[src/hdl/csc_pkg.sv]
// ----------------------------------------------------------------------------
// csc_pkg
// Shared constants, types and helpers for the strength of connection block.
// ----------------------------------------------------------------------------
package csc_pkg;

	localparam int DEF_MAX_ROW_LEN = 32;
	localparam int DEF_INDEX_BITS  = 20;

	localparam int VALUE_W = 32;
	localparam int THETA_W = 17;
	localparam int POS_W   = 24;

	// two row banks: one filling, one draining
	localparam int ROW_BANKS = 2;
	localparam int BANK_W    = $clog2(ROW_BANKS);

	localparam logic signed [VALUE_W-1:0] Q_MIN = {1'b1, {(VALUE_W-1){1'b0}}};
	localparam logic signed [VALUE_W-1:0] Q_MAX = {1'b0, {(VALUE_W-1){1'b1}}};
	localparam logic [POS_W-1:0]          POS_MAX = {POS_W{1'b1}};

	localparam logic [THETA_W-1:0] THETA_RESET = 17'd16384;

	// APB map: one register per 32-bit word
	localparam int                      APB_ADDR_W = 3;
	localparam logic [APB_ADDR_W-3:0]   REG_THETA  = '0;

	typedef struct packed {
		logic valid;
		logic full;
	} csc_q_status_t;

	// negate with saturation: the most negative value maps to the most positive
	function automatic logic signed [VALUE_W-1:0] neg_sat(input logic signed [VALUE_W-1:0] v);
		logic signed [VALUE_W-1:0] r;
		if (v == Q_MIN) begin
			r = Q_MAX;
		end else begin
			r = -v;
		end
		return r;
	endfunction

endpackage

[src/hdl/csc_queue.sv]
// ----------------------------------------------------------------------------
// csc_queue
// Row descriptor queue between front and back, one slot per row bank.
// ----------------------------------------------------------------------------
module csc_queue import csc_pkg::*; #(
	parameter int WIDTH = 1
) (
	input  logic             clk,
	input  logic             arst_n,
	input  logic             push,
	input  logic [WIDTH-1:0] push_data,
	input  logic             pop,
	output logic [WIDTH-1:0] pop_data,
	output csc_q_status_t    stat
);
	localparam int CW = $clog2(ROW_BANKS + 1);

	logic [WIDTH-1:0]  slots_q [ROW_BANKS];
	logic [BANK_W-1:0] wr_ptr_q;
	logic [BANK_W-1:0] rd_ptr_q;
	logic [CW-1:0]     count_q;

	always_ff @(posedge clk) begin
		if (push) begin
			slots_q[wr_ptr_q] <= push_data;
		end
	end

	always_ff @(posedge clk or negedge arst_n) begin
		if (!arst_n) begin
			wr_ptr_q <= '0;
			rd_ptr_q <= '0;
			count_q  <= '0;
		end else begin
			if (push) begin
				wr_ptr_q <= wr_ptr_q + BANK_W'(1);
			end
			if (pop) begin
				rd_ptr_q <= rd_ptr_q + BANK_W'(1);
			end
			count_q <= count_q + CW'(push) - CW'(pop);
		end
	end

	assign pop_data   = slots_q[rd_ptr_q];
	assign stat.valid = (count_q != '0);
	assign stat.full  = (count_q == CW'(ROW_BANKS));

endmodule

[config.mk]
export PLATFORM = sky130hd
export DESIGN_NAME = csc_queue
export DESIGN_NICKNAME = d
export VERILOG_FILES = /design/src/hdl/csc_pkg.sv /design/src/hdl/csc_queue.sv
export SDC_FILE = /design/constraint.sdc
export NUM_CORES = 1
export LEC_CHECK = 0
export BUFFER_PORTS_ARGS = -buffer_cell sky130_fd_sc_hd__buf_4
export CORE_AREA = 2 2 39 41
export CTS_BUF_LIST = sky130_fd_sc_hd__clkbuf_2
export CTS_CLUSTER_DIAMETER = 40
export DETAILED_ROUTE_END_ITERATION = 8
export DIE_AREA = 0 0 41 43
export PLACE_DENSITY_LB_ADDON = 0.05
export REMOVE_ABC_BUFFERS = 1
export SLEW_MARGIN = 30
export SYNTH_ARGS = -nofsm -noshare
export SYNTH_HDL_FRONTEND = slang
export SYNTH_SLANG_ARGS = --single-unit
export TNS_END_PERCENT = 1
[constraint.sdc]
create_clock -name clk -period 1.6 [get_ports clk]
set_clock_uncertainty 0.05 [all_clocks]
set_input_delay 0 -clock clk [delete_from_list [all_inputs] [get_ports clk]]
set_output_delay 0 -clock clk [all_outputs]
set_load 0.05 [all_outputs]
==> results.md <==
* Drt total wl at about 410 um
* Clk_lat worst skew at about 0.22 ns
* Remaining DRCs at 0
* Crit end category: flip-flop
* Die span in x at 41 um
* Setup CP Type: input port to flip-flop
* Vias/cell at around 3.6
* Data required, critical path at roughly 1.6 ns
* Critical path startpoint category: input port
* Status: finished, final reports clean
* GR Layer Usage met3 at 6.28%
* Final-report hold violation count at 0
* GR peak layer: met2
* Root Buffer: clkbuf_2
* Area of the multi-input gates at 103 um2
* Met1 Usage GRT at 5.32%
* Num ports at 8
* Port-buffer cells at 7
* Initial antenna violation count at 0
* Synth Instances at 18
* Pin count of the biggest net entering global routing at 5
* Fill count at between 100 and 150
* Antenna viol nets, final at 0
* Register area at around 160 um2
* Vias in the first global route at 185
* Wire length per cell at ~8.4 um
* Area grow syn2layout at 49.1%
* Worst Path Arrival at between 1 and 1.5 ns
* Die Y at about 43 um
* Slew @ Worst Pin at ~0.15 ns
* First-pass GRT wire length at 683 um
* YS warnings at 0
* Max Fanout on Critical Path at 2
* Routability cong. at between 0.6 and 0.7
* Gr ovfl total at 0
* #FFs+latches synth at 6
* Layout cells sized above 1 at between 30% and 40%
* Cell Rows at 14
* Core Box Area at approximately 1400 um2
* Antenna cells at 0
* Final setup TNS at 0 ns
* Clock sink count at 6
* CTS buffer count at 3
* Initial core utilization at a little under 20%
* Met2 usage at a little over 9%
* Final Setup Violations at 0
* Die ar. at between 1500 and 2000 um2
* Reg clk slew, reported paths at ~0.07 ns
* Post-CTS setup buffers at 0
* Worst hold path class: input port to asynchronous set/reset pin
* R2R Setup Slk at about 0.36 ns
* First-pass DRT Iterations at 2
* Slew Limit Fails at 0
* CTS tree: built
* Initial DRC count at 2
* Total Routing Usage GR at 7.00%
* Maximum clock frequency at 762 MHz
* Area of the mapped netlist at roughly 270 um2
* Mean post-synth cell area at between 15 and 20 um2
* Distinct cell type count of the synthesized netlist at 10
* Power density cells at 1840 nW/um2
* Slew margin rel. at approximately nine tenths
* RSZ-0062 raised after global routing: no
* Final critical-path required period at between 1 and 1.5 ns
* NumNets Final at 41
* VDD IR max at roughly 0.00057 V
* H-tree depth at 1
* Register area share after synthesis at about 59%
* Vias at roughly 180
* Fin crit share at 82.1%
* Max cap viols at 0
* Hold WS at ~0.05 ns
* Max Buffers Root-to-Sink at 2
* Leakage at 0.000196 uW
[flip-flops by register name (all words and copies together) (netlist names)]
name,count
count_q,2
rd_ptr_q,1
slots_q,2
wr_ptr_q,1
[power by group]
part	internal, uW	switching (uW)	leakage, uW	total [uW]
Sequential	225	40.4	0.0000654	265
Combinational	160	195	0.000114	354
Clock	66.3	56.6	0.0000166	123
[cells in the final DEF (no fill, tap or decap)]
cell and n:
xor3_1 1, inv_1 2, dfrtp_1 4, edfxtp_1 2
nor2b_1 2, and2_1 1, mux2_2 1, or2_2 1
buf_4 7, dlygate4sd3_1 4, clkbuf_2 4, ha_1 2
xor2_1 2
[path summary, 6_finish.rpt]
kind | from | cells past startpoint | endpoint
worst max-delay path | pop | 6 | count_q[1]$_DFF_PN0_
worst min-delay path | arst_n | 2 | wr_ptr_q$_DFFE_PN0P_
worst max register to register | count_q[0]$_DFF_PN0_ | 5 | count_q[1]$_DFF_PN0_
worst min register to register | rd_ptr_q$_DFFE_PN0P_ | 1 | rd_ptr_q$_DFFE_PN0P_
max in group asynchronous | arst_n | 2 | rd_ptr_q$_DFFE_PN0P_
min in group clk | rd_ptr_q$_DFFE_PN0P_ | 1 | rd_ptr_q$_DFFE_PN0P_
[critical path: stages]
cell and delay (ns):
dlygate4sd3_1 0.53, buf_4 0.14, ha_1 0.28, inv_1 0.06, ha_1 0.14, xor3_1 0.20
[metal layers]
layer  vias up  share of wire (%)
met1        82                 38
met5         -                  0
met4         0                2.9
met3         2                8.0
li1         89                  -
met2         5                 51
[through the flow]
step                util, %  power [uW]  instance area, um2  setup slack, ns  std cells
floorplan                 -         531                 270            0.415         18
global placement       24.8         617                 343            0.382         41
detailed placement     24.8         621                 343            0.354         41
CTS                    29.1         757                 403            0.286         49
global route           29.1         797                 403            0.246         49
finish                 29.1         743                 403            0.287         49
[final cells by class]
type	instances	area share [%]
well taps	16	4.97
repair buffers	11	23.0
flip-flops and latches	6	39.8
inverters	2	1.86
multi-input cells	10	25.5
clock buffers	4	4.97
[kinds of logic after synthesis]
logic type	synth area share [%]
XOR/XNOR	15.3
adder cells (fa/ha/maj)	9.26
buffers and inverters	2.78
flip-flops	59.3
multiplexers	4.17
AND/OR/NAND/NOR	9.26
[Yosys cell counts]
| master | instances | area [um2] |
|---|---|---|
| ha_1 | 2 | 25.0 |
| mux2_2 | 1 | 11.3 |
| inv_1 | 2 | 7.51 |
| xor2_1 | 2 | 17.5 |
| edfxtp_1 | 2 | 60.1 |
| or2_2 | 1 | 6.26 |
| and2_1 | 1 | 6.26 |
| nor2b_1 | 2 | 12.5 |
| xor3_1 | 1 | 23.8 |
| dfrtp_1 | 4 | 100 |
[repair_timing]
| action | CTS | global route |
|---|---|---|
| hold buffers | 4 | 0 |
| resized for setup | 0 | 0 |
| hold endpoints to repair | 9 | 0 |
(Power assumes the default switching activity.)
