### src/hdl/csc_pkg.sv
// ----------------------------------------------------------------------------
// csc_pkg
// Shared constants, types and helpers for the strength of connection block.
// ----------------------------------------------------------------------------
package csc_pkg;

	localparam int DEF_MAX_ROW_LEN = 32;
	localparam int DEF_INDEX_BITS  = 20;

	localparam int VALUE_W = 32;
	localparam int THETA_W = 17;
	localparam int POS_W   = 24;

	// two row banks: one filling, one draining
	localparam int ROW_BANKS = 2;
	localparam int BANK_W    = $clog2(ROW_BANKS);

	localparam logic signed [VALUE_W-1:0] Q_MIN = {1'b1, {(VALUE_W-1){1'b0}}};
	localparam logic signed [VALUE_W-1:0] Q_MAX = {1'b0, {(VALUE_W-1){1'b1}}};
	localparam logic [POS_W-1:0]          POS_MAX = {POS_W{1'b1}};

	localparam logic [THETA_W-1:0] THETA_RESET = 17'd16384;

	// APB map: one register per 32-bit word
	localparam int                      APB_ADDR_W = 3;
	localparam logic [APB_ADDR_W-3:0]   REG_THETA  = '0;

	typedef struct packed {
		logic valid;
		logic full;
	} csc_q_status_t;

	// negate with saturation: the most negative value maps to the most positive
	function automatic logic signed [VALUE_W-1:0] neg_sat(input logic signed [VALUE_W-1:0] v);
		logic signed [VALUE_W-1:0] r;
		if (v == Q_MIN) begin
			r = Q_MAX;
		end else begin
			r = -v;
		end
		return r;
	endfunction

endpackage

### src/hdl/csc_entry_if.sv
// ----------------------------------------------------------------------------
// csc_entry_if
// Input channel: one nonzero of a sparse row per word.
// ----------------------------------------------------------------------------
interface csc_entry_if import csc_pkg::*; #(
	parameter int INDEX_BITS = DEF_INDEX_BITS
);
	logic                      valid;
	logic                      ready;
	logic [INDEX_BITS-1:0]     row_index;
	logic [INDEX_BITS-1:0]     column;
	logic signed [VALUE_W-1:0] value;
	logic                      last_in_row;

	modport source (output valid, output row_index, output column, output value,
		output last_in_row, input ready);
	modport sink (input valid, input row_index, input column, input value,
		input last_in_row, output ready);
endinterface

### src/hdl/csc_front.sv
// ----------------------------------------------------------------------------
// csc_front
// Accepts nonzeros, writes them into the current row bank and tracks the
// largest negated off-diagonal value; hands a row descriptor on at row end.
// ----------------------------------------------------------------------------
module csc_front import csc_pkg::*; #(
	parameter  int MAX_ROW_LEN = DEF_MAX_ROW_LEN,
	parameter  int INDEX_BITS  = DEF_INDEX_BITS,
	localparam int ADDR_W      = $clog2(MAX_ROW_LEN),
	localparam int CNT_W       = $clog2(MAX_ROW_LEN + 1),
	localparam int DESC_W      = INDEX_BITS + VALUE_W + CNT_W
) (
	input  logic                       clk,
	input  logic                       arst_n,
	csc_entry_if.sink                  entries,
	input  csc_q_status_t              q_stat,
	output logic                       wr_en,
	output logic [BANK_W+ADDR_W-1:0]   wr_addr,
	output logic [INDEX_BITS-1:0]      wr_column,
	output logic signed [VALUE_W-1:0]  wr_value,
	output logic                       push,
	output logic [DESC_W-1:0]          desc
);
	typedef struct packed {
		logic [INDEX_BITS-1:0]     row;
		logic signed [VALUE_W-1:0] max;
		logic [CNT_W-1:0]          count;
	} desc_t;

	logic [CNT_W-1:0]          cnt_q;
	logic [INDEX_BITS-1:0]     row_q;
	logic signed [VALUE_W-1:0] max_q;
	logic [BANK_W-1:0]         bank_q;

	logic                      accept;
	logic                      store;
	logic [INDEX_BITS-1:0]     cur_row;
	logic signed [VALUE_W-1:0] neg;
	logic signed [VALUE_W-1:0] max_next;
	logic [CNT_W-1:0]          cnt_next;
	desc_t                     d;

	// both banks busy means a full queue
	assign entries.ready = !q_stat.full;
	assign accept        = entries.valid && entries.ready;

	assign cur_row  = (cnt_q == '0) ? entries.row_index : row_q;
	assign store    = (cnt_q < CNT_W'(MAX_ROW_LEN));
	assign neg      = neg_sat(entries.value);
	assign max_next = (store && (entries.column != cur_row) && (neg > max_q)) ? neg : max_q;
	assign cnt_next = store ? cnt_q + CNT_W'(1) : cnt_q;

	assign wr_en     = accept && store;
	assign wr_addr   = {bank_q, cnt_q[ADDR_W-1:0]};
	assign wr_column = entries.column;
	assign wr_value  = entries.value;

	assign push    = accept && entries.last_in_row;
	assign d.row   = cur_row;
	assign d.max   = max_next;
	assign d.count = cnt_next;
	assign desc    = d;

	always_ff @(posedge clk or negedge arst_n) begin
		if (!arst_n) begin
			cnt_q  <= '0;
			row_q  <= '0;
			max_q  <= Q_MIN;
			bank_q <= '0;
		end else if (accept) begin
			row_q <= cur_row;
			if (entries.last_in_row) begin
				// restart for the next row in the other bank
				cnt_q  <= '0;
				max_q  <= Q_MIN;
				bank_q <= bank_q + BANK_W'(1);
			end else begin
				cnt_q <= cnt_next;
				max_q <= max_next;
			end
		end
	end

endmodule

### src/flat_wrapper.sv
// flat-port wrapper written by rule: the top's interface ports become plain ports
module csc_front_flat import csc_pkg::*;
#(
	parameter  int MAX_ROW_LEN = DEF_MAX_ROW_LEN,
	parameter  int INDEX_BITS  = DEF_INDEX_BITS,
	localparam int ADDR_W      = $clog2(MAX_ROW_LEN),
	localparam int CNT_W       = $clog2(MAX_ROW_LEN + 1),
	localparam int DESC_W      = INDEX_BITS + VALUE_W + CNT_W
)
  (clk, arst_n, q_stat, wr_en, wr_addr, wr_column, wr_value, push, desc, entries_valid, entries_row_index, entries_column, entries_value, entries_last_in_row, entries_ready);
  csc_entry_if #(.INDEX_BITS(INDEX_BITS)) entries_i ();
  input  logic clk;
  input  logic arst_n;
  input  csc_q_status_t q_stat;
  output logic wr_en;
  output logic [BANK_W+ADDR_W-1:0] wr_addr;
  output logic [INDEX_BITS-1:0] wr_column;
  output logic signed [VALUE_W-1:0] wr_value;
  output logic push;
  output logic [DESC_W-1:0] desc;
  input wire logic [$bits(entries_i.valid)-1:0] entries_valid;
  input wire logic [$bits(entries_i.row_index)-1:0] entries_row_index;
  input wire logic [$bits(entries_i.column)-1:0] entries_column;
  input wire logic [$bits(entries_i.value)-1:0] entries_value;
  input wire logic [$bits(entries_i.last_in_row)-1:0] entries_last_in_row;
  output wire logic [$bits(entries_i.ready)-1:0] entries_ready;
  assign entries_i.valid = entries_valid;
  assign entries_i.row_index = entries_row_index;
  assign entries_i.column = entries_column;
  assign entries_i.value = entries_value;
  assign entries_i.last_in_row = entries_last_in_row;
  assign entries_ready = entries_i.ready;
  csc_front #(.MAX_ROW_LEN(MAX_ROW_LEN), .INDEX_BITS(INDEX_BITS)) u_core (.clk(clk), .arst_n(arst_n), .entries(entries_i), .q_stat(q_stat), .wr_en(wr_en), .wr_addr(wr_addr), .wr_column(wr_column), .wr_value(wr_value), .push(push), .desc(desc));
endmodule
### config.mk
export PLATFORM = sky130hd
export DESIGN_NAME = csc_front_flat
export DESIGN_NICKNAME = d
export VERILOG_FILES = /design/src/hdl/csc_pkg.sv /design/src/hdl/csc_entry_if.sv /design/src/hdl/csc_front.sv /design/src/flat_wrapper.sv
export SDC_FILE = /design/constraint.sdc
export NUM_CORES = 1
export LEC_CHECK = 0
export BUFFER_PORTS_ARGS = -buffer_cell sky130_fd_sc_hd__buf_2
export CAP_MARGIN = 15
export CORE_ASPECT_RATIO = 1.1
export CORE_MARGIN = 5
export CORE_UTILIZATION = 40
export CTS_BUF_LIST = sky130_fd_sc_hd__clkbuf_4
export CTS_CLUSTER_DIAMETER = 40
export DETAILED_ROUTE_END_ITERATION = 12
export PLACE_DENSITY_LB_ADDON = 0.12
export SLEW_MARGIN = 20
export SYNTH_ARGS = -nofsm -noshare
export SYNTH_HDL_FRONTEND = slang
export SYNTH_SLANG_ARGS = --single-unit
### constraint.sdc
create_clock -name clk -period 3.9 [get_ports clk]
set_clock_uncertainty 0.05 [all_clocks]
set_input_delay 0 -clock clk [delete_from_list [all_inputs] [get_ports clk]]
set_output_delay 0 -clock clk [all_outputs]
set_load 0.03 [all_outputs]
==> results of run 1 <==
-- layer usage --
layer / track usage / wire (um) / vias to the layer above
li1: - / - / 2949
met3: 0.04769 / 1523 / 46
met4: 0.08403 / 602 / 0
met1: 0.2627 / 7889 / 2846
met2: 0.3968 / 9962 / 277
met5: 0 / 0 / -
-- timing repair --
item | in CTS | in global routing
setup buffers | 3 | 10
hold buffers | 30 | 0
resized for setup | 13 | 97
hold endpoints to repair | 76 | 0
gates cloned | 2 | 2
endpoints found under the setup margin | 32 | 32
pin swaps | 4 | 19
-- critical path: stages --
cell,delay (ps)
buf_6,90
or3_4,390
or2_4,300
or3_4,440
nor3b_4,250
mux2i_2,290
ha_1,290
nand4_1,170
nor3_1,80
a221oi_2,280
buf_4,160
o22a_1,140
and3_4,340
buf_12,190
mux2_4,310
buf_2,180
-- cell families after synthesis --
| kind of cell | Yosys count | share of synthesized area |
|---|---|---|
| AO/OA/AOI/OAI | 126 | 0.1508 |
| adder cells (fa/ha/maj) | 35 | 0.07401 |
| flip-flops | 59 | 0.2497 |
| buffers and inverters | 152 | 0.1404 |
| XOR/XNOR | 51 | 0.07549 |
| AND/OR/NAND/NOR | 232 | 0.1910 |
| multiplexers | 54 | 0.1186 |
-- registers in the layout, summed over array words and instances, names as in the netlist --
| name | cells |
|---|---|
| u_core.max_q | 32 |
| u_core.bank_q | 1 |
| u_core.row_q | 20 |
| u_core.cnt_q | 6 |
-- cells in the final DEF, fill, tap and decap left out, types with 6 or more instances in the layout --
cell,count
nor2_1,50
xor2_1,31
xnor2_1,20
nor4_2,7
mux2_4,31
dlygate4sd3_1,30
ha_1,35
dfrtp_1,58
a21oi_1,19
nor3_1,6
and3_1,15
buf_2,168
a41oi_1,17
clkbuf_4,11
inv_1,57
nand4_1,12
o31ai_1,31
buf_6,31
mux2_2,14
o21ai_0,13
a31oi_1,13
nand3_1,9
nand2_1,93
nor4_1,7
buf_4,88
-- through the flow --
step	util	TNS, ps
after CTS	0.5372	0
after global placement	0.4971	-4868
after detailed placement	0.4971	-8793
after global routing	0.5646	-5600
final	0.5646	-830.6
after floorplan	-	0
-- power by group --
| part | internal, mW | switching [mW] | total, mW | leakage [nW] |
|---|---|---|---|---|
| combinational | 1.81 | 2.13 | 3.94 | 3.39 |
| sequential | 0.837 | 0.167 | 1.00 | 0.742 |
| clock | 0.206 | 0.255 | 0.462 | 0.0705 |
| total | 2.85 | 2.55 | 5.40 | 4.20 |
-- area by class of cell --
cell class / count / area [um^2] / area share
antenna: 1 / 2.502 / 0.0003068
clock buffer: 11 / 82.58 / 0.01012
clock inverter: 5 / 53.80 / 0.006596
inverter: 57 / 214.0 / 0.02623
multi-input combinational: 498 / 3765 / 0.4616
sequential: 59 / 1478 / 0.1812
tap: 192 / 240.2 / 0.02945
timing repair buffer: 324 / 2321 / 0.2846
-- path summary, 6_finish.rpt --
check,startpoint,to,depth (start not counted)
max,entries_value[21],desc[26],16
min,q_stat[0],u_core.row_q[16],4
max reg2reg,u_core.cnt_q[5],u_core.max_q[31],12
min reg2reg,u_core.bank_q,u_core.bank_q,1
max in group asynchronous,arst_n,u_core.row_q[8],3
min in group asynchronous,arst_n,u_core.row_q[11],3
==> qor.yml, run 1 <==
outcome: "finished, violations left"
violations: "setup timing"
place_inst: 1083
required_ps: 3850
placed_cell_area_um2: 7182
dp_slack_ps: -229.1
cts.reportedPaths.clkPinSlew_ps: 90
holdWs_ps: 13.50
antenna_found_initial: 1
final_max_slew_viol_count: 0
synth_nets: 822
overflow: 0
port_buffers: 195
max-cap-violations: 0
num_rows: 46
start_kind: "input port"
ant_nets: 0
vias_per_cell: 5.334
synth_edf_count: 0
synth.area.top_cells: "dfrtp_1 25%, ha_1 7.4%, buf_4 7.4%, mux2_4 6.9%, nand2_1 6.0%"
fp.coreArea_um2: 14450
fillers: 1342
grt_max_degree: 59
post_synth_num_cell_types: 60
grt_pass1_wl_um: 31250
clock.fmax_mhz: 252.3
rrSetupSlack_ps: 670
hpwl_um: 14270
clock-sinks: 59
grt.total_usage: 0.2223
tightest_slew_ps: 924.8
synth-seq-cells: 59
die_w_um: 126.0
yosysMostFrequentCell: "nand2_1"
grt_pass1_vias: 6132
h-tree-depth: 3
peakVddDrop_mv: 0.3865
clkLatencyLatePin_ps: 450
cts_root_buffer: "clkbuf_4"
hold_class: "input port to flip-flop"
slew_headroom: 0.3822
cts_tree: "done"
cts_inserted_buffers: 9
drt-initial-drc-count: 341
vias: 6118
rsz0062_at_grt: "true"
drive_above_1_share: 0.4067
yosys_warnings: 0
syn_to_final_growth_pct: 37.85
synth_common_cells: "94 x nand2_1, 58 x buf_4, 58 x dfrtp_1, 57 x inv_1, 51 x nor2_1"
synthCells: 709
hold_violations: 0
num_io_pins: 197
gp_congestion: 0.8732
syn_area_per_cell_um2: 8.345
synth_seq_area_share: 0.2497
cp.arrival_ps: 3910
avgRoutedWirePerCell_um: 17.42
die_h_um: 137.6
layout_setup_ws_ps: -63.77
start_util: 0.4096
drt_wl_total_um: 19980
cts_buffer_depth: 2
post-route-period-util: 1.016
endpoint_kind: "output pin"
instances_no_fill: 1147
synthArstFlopShare: 1.000
synth_top_flop_cell: "dfrtp_1"
fin_crit_ps: 3964
setup_viol: 25
fin_area_um2: 8157
nets: 1062
first_pass_iters: 5
p_per_area_nw_per_um2: 662.6
drc_errors: 0
die_area_um2: 17330
synth_top_cell_area_share: 0.2453
total_power_mw: 5.405
synth_top_area_cell: "dfrtp_1"
crit_fanout: 10
synthesis.area_um2: 5917
criticalPathCategory: "input port to output pin"
p_leak_nw: 4.202
No activity file was read; power rests on OpenSTA's default activity.
==> inputs of run 2 (changes only) <==
CTS_CLUSTER_SIZE = 20   (was not set)
SKIP_CTS_REPAIR_TIMING = 1   (was not set)
==> run 2 against run 1 <==
The flow finishes with violations (hold timing); sequential share of layout area barely moved; hold slack got worse by 19 ps; maximum frequency up 2.7%; critical path depth did not move; clock power about the same; die area is the same; global-route usage fell by 1.0 points; via count barely moved; count of clock-buffer cells in the layout is the same; critical endpoint is now desc[17].
==> qor.yml, run 2 (synthesis results as in run 1) <==
outcome: "finished, violations left"
violations: "hold timing"
grt_pass1_wl_um: 29810
final_cell_mix: "161 x buf_2, 93 x nand2_1, 89 x buf_4, 58 x dfrtp_1, 57 x inv_1"
num_rows: 46
max-cap-violations: 0
h-tree-depth: 3
clock.fmax_mhz: 259.1
setup_viol: 0
cts_tree: "done"
fillers: 1347
drive_above_1_share: 0.4110
crit_fanout: 5
fin_area_um2: 8167
reg_top3: "u_core.max_q (32), u_core.row_q (20), u_core.cnt_q (6)"
criticalPathCategory: "input port to output pin"
overflow: 0
peakVddDrop_mv: 0.4545
slew_headroom: 0.3793
start_kind: "input port"
grt.total_usage: 0.2123
cts_inserted_buffers: 9
drc_errors: 0
endpoint_kind: "output pin"
drt-initial-drc-count: 319
placed_cell_area_um2: 7182
syn_to_final_growth_pct: 38.02
grt_pass1_vias: 5866
instances_no_fill: 1142
layout_setup_ws_ps: 40.07
vias: 6113
grt_max_degree: 59
layout_commonest_cell: "buf_2"
seq_area_um2: 1478
vias_per_cell: 5.353
start_util: 0.4096
gp_congestion: 0.8732
cts.reportedPaths.clkPinSlew_ps: 100
clock-sinks: 59
final_max_slew_viol_count: 0
cts_root_buffer: "clkbuf_4"
ant_nets: 0
largest_register: "u_core.max_q"
hold_violations: 1
port_buffers: 195
hold_class: "input port to flip-flop"
first_pass_iters: 5
clkLatencyLatePin_ps: 440
dp_slack_ps: -229.1
multi_input_area_um2: 3776
die_w_um: 126.0
place_inst: 1083
die_h_um: 137.6
nets: 1057
drt_wl_total_um: 19870
cts_buffer_depth: 2
required_ps: 3850
post-route-period-util: 0.9897
tightest_slew_ps: 929.1
p_per_area_nw_per_um2: 680.3
num_io_pins: 197
p_leak_nw: 4.197
rsz0062_at_grt: "true"
antenna_found_initial: 1
avgRoutedWirePerCell_um: 17.40
largest_reg_flops: 32
cp.arrival_ps: 3810
hpwl_um: 14270
fin_crit_ps: 3860
holdWs_ps: -5.860
fp.coreArea_um2: 14450
die_area_um2: 17330
## run 2: per-stage QoR
step	hold slack, ps	utilization	total power, mW	setup TNS [ps]
after floorplan	-345.6	-	3.397	0
after global placement	-267.3	0.4971	4.259	-4868
after detailed placement	-266.8	0.4971	4.302	-8793
after CTS	-748.9	0.5066	4.781	-7035
after global routing	9.134	0.5653	5.910	-2788
final	-5.860	0.5653	5.556	0
## run 2: worst max-delay path, cell delays in order
cell	delay, ps
buf_2	100
or3_1	420
or2_4	280
or3_4	420
nor4_2	210
mux2i_1	320
ha_1	280
nand4_1	150
nor3_2	60
a221oi_2	280
buf_4	150
o22a_1	170
and3_4	320
clkbuf_16	200
mux2_4	300
buf_6	140
## run 2: per-layer routing
| metal | part of all wire | vias to the layer above | wire [um] | track usage |
|---|---|---|---|---|
| li1 | - | 2930 | - | - |
| met4 | 0.028 | 0 | 550 | 0.08045 |
| met1 | 0.40 | 2857 | 7957 | 0.2528 |
| met5 | 0 | - | 0 | 0 |
| met3 | 0.072 | 41 | 1423 | 0.04614 |
| met2 | 0.50 | 285 | 9942 | 0.3758 |
## run 2: final timing paths
kind	startpoint	endpoint	slack, ps	depth (start not counted)
setup / recovery	entries_value[22]	desc[17]	40	16
hold / removal	q_stat[0]	u_core.row_q[14]	-6	4
setup reg to reg	u_core.cnt_q[5]	u_core.max_q[30]	840	11
hold reg to reg	u_core.bank_q	u_core.bank_q	450	1
max in group asynchronous	arst_n	u_core.row_q[8]	3030	3
min in group asynchronous	arst_n	u_core.row_q[11]	230	3
## run 2: area by class of cell
type | instances | area share
clock buffers | 11 | 0.01011
repair buffers | 318 | 0.2841
diodes | 1 | 0.0003064
clock inverters | 5 | 0.006588
inverters | 57 | 0.02620
flip-flops and latches | 59 | 0.1809
multi-input cells | 499 | 0.4624
well taps | 192 | 0.02942
## run 2: where the power goes
group          internal [mW]  switching, mW
registers              0.837          0.170
logic                   1.92           2.17
clock network          0.207          0.254
==> inputs of run 3 (changes only) <==
--- a/config.mk
+++ b/config.mk
@@ -6,4 +6,5 @@
 export NUM_CORES = 1
 export LEC_CHECK = 0
+export ABC_AREA = 0
 export BUFFER_PORTS_ARGS = -buffer_cell sky130_fd_sc_hd__buf_2
 export CAP_MARGIN = 15
==> constraint.sdc (replaced) <==
create_clock -name clk -period 3.9 [get_ports clk]
set_clock_uncertainty 0.05 [all_clocks]
set_input_delay 0.585 -clock clk [delete_from_list [all_inputs] [get_ports clk]]
set_output_delay 0.585 -clock clk [all_outputs]
set_load 0.03 [all_outputs]
==> run 3 against run 2 <==
The run ends with setup timing left; utilization up 1.7 points; total power up 3.1%; combinational power up 4%; hold slack better by 94 ps; non-clock buffer count up 7; setup slack worse by 1300 ps; flip-flop and latch count unchanged; critical path type unchanged.
==> qor.yml, run 3 (synthesis results as in run 1) <==
die_h_um: 137.6
drive_above_1_share: 0.4702
gp_congestion: 0.9187
hpwl_um: 14580
criticalPathCategory: "input port to output pin"
hold_violations: 0
num_rows: 46
worstRegToRegCells: 12
layout_setup_ws_ps: -1233
fp.coreArea_um2: 14450
rrSetupSlack_ps: 840
cts_tree: "done"
peakVddDrop_mv: 0.3922
endpoint_kind: "output pin"
port_buffers: 195
total_power_mw: 5.730
cts_buffer_depth: 2
rr_endpoint: "u_core.max_q[5]"
fin_crit_ps: 5133
max-cap-violations: 0
final_max_slew_viol_count: 0
slew_headroom: 0.4663
timing.rr.start: "u_core.cnt_q[4]"
final_cell_mix: "162 x buf_2, 116 x buf_4, 93 x nand2_1, 58 x dfrtp_1, 57 x inv_1"
cts_root_buffer: "clkbuf_4"
ant_nets: 0
num_io_pins: 197
die_area_um2: 17330
cp.arrival_ps: 4500
grt_max_degree: 52
grt.total_usage: 0.2176
syn_to_final_growth_pct: 42.06
outcome: "finished, violations left"
p_leak_nw: 4.299
crit_end: "desc[37]"
h-tree-depth: 3
antenna_found_initial: 1
clock-sinks: 59
critPathSlowestCell: "or4_4"
largest_register: "u_core.max_q"
cp_slowest_stage_delay_ps: 540
final_util: 0.5818
die_w_um: 126.0
drc_errors: 0
largest_reg_flops: 32
nets: 1063
cts_inserted_buffers: 9
drt_wl_total_um: 20210
vias_per_cell: 5.378
layout_commonest_cell: "buf_2"
post-route-period-util: 1.316
reg_top3: "u_core.max_q (32), u_core.row_q (20), u_core.cnt_q (6)"
start_kind: "input port"
crit_chain: "buf_6, or4_4, nand2b_4, buf_6, or3_4, nor3b_4, mux2i_1, ha_1, nand4_1, nor4_4, o31a_1, o22a_1, and3_4, clkbuf_16, mux2_2, buf_2"
setup_viol: 64
rsz0062_at_grt: "true"
violations: "setup timing"
p_per_area_nw_per_um2: 681.7
start_util: 0.4096
place_inst: 1115
crit_fanout: 7
first_pass_iters: 7
clock.fmax_mhz: 194.8
cpMostUsedCell: "buf_6"
clkLatencyLatePin_ps: 440
critPathLaunch: "entries_value[14]"
grt_pass1_wl_um: 30470
hold_class: "input port to async pin"
required_ps: 3260
overflow: 0
instances_no_fill: 1148
vias: 6174
tightest_slew_ps: 799.7
avgRoutedWirePerCell_um: 17.61
grt_pass1_vias: 6215
cts.reportedPaths.clkPinSlew_ps: 120
drt-initial-drc-count: 311
-- run 3: changes by cell type in the layout (fill, tap and decap cells not counted), moves of 4 or more --
cell           before  now
a41oi_1            17   11
a41oi_2             0    6
nor4_2              7    3
dlygate4sd3_1      23    0
a31oi_2             0    7
buf_4              89  116
buf_6              36   40
o31ai_2             0   12
o31ai_1            31    8
o31ai_4             0   11
a31oi_1            13    6
-- run 3: how the worst min path moves through the flow --
stage | slack (ps) | to | depth (start not counted)
floorplan | 240 | u_core.bank_q | 0
global placement | 410 | u_core.bank_q | 1
detailed placement | 430 | u_core.bank_q | 1
CTS | 290 | u_core.row_q[10] | 1
global route | 120 | u_core.row_q[19] | 1
finish | 90 | u_core.row_q[12] | 1
-- run 3: power by group --
part | switching (mW) | total (mW) | internal (mW)
clock | 0.256 | 0.468 | 0.212
sequential | 0.160 | 0.997 | 0.837
combinational | 2.36 | 4.27 | 1.91
-- run 3: through the flow --
step	hold WS, ps	setup TNS [ps]	worst slack, ps	cell area, um^2
3_5_place_dp	434.4	-63090	-1352	7460
3_3_place_gp	406.9	-58070	-1264	7457
4_1_cts	290.9	-48710	-1374	7591
6_report	88.04	-42990	-1233	8406
5_1_grt	116.7	-50770	-1371	8406
2_1_floorplan	239.4	-33530	-855.5	5978
-- run 3: final cells by class --
type                            count  area, um^2
Multi-Input combinational cell    498        4058
Sequential cell                    59        1478
Clock inverter                      4       41.29
Antenna cell                        1       2.502
Fill cell                        1357        6041
Timing Repair Buffer              325        2282
Inverter                           57       214.0
Tap cell                          192       240.2
Clock buffer                       12       90.09
-- run 3: critical path: cells and delay by family --
| kind | cells | cell delay, ps |
|---|---|---|
| buffers and inverters | 4 | 610 |
| adder cells (fa/ha/maj) | 1 | 210 |
| multiplexers | 2 | 570 |
| AO/OA/AOI/OAI | 2 | 340 |
| AND/OR/NAND/NOR | 7 | 2180 |
-- run 3: routing by layer --
metal / up-vias / global-route usage / wire (um)
li1: 2945 / - / -
met1: 2965 / 0.2651 / 8445
met2: 228 / 0.3853 / 9958
met3: 36 / 0.03645 / 1291
met4: 0 / 0.08403 / 517
met5: - / 0 / 0
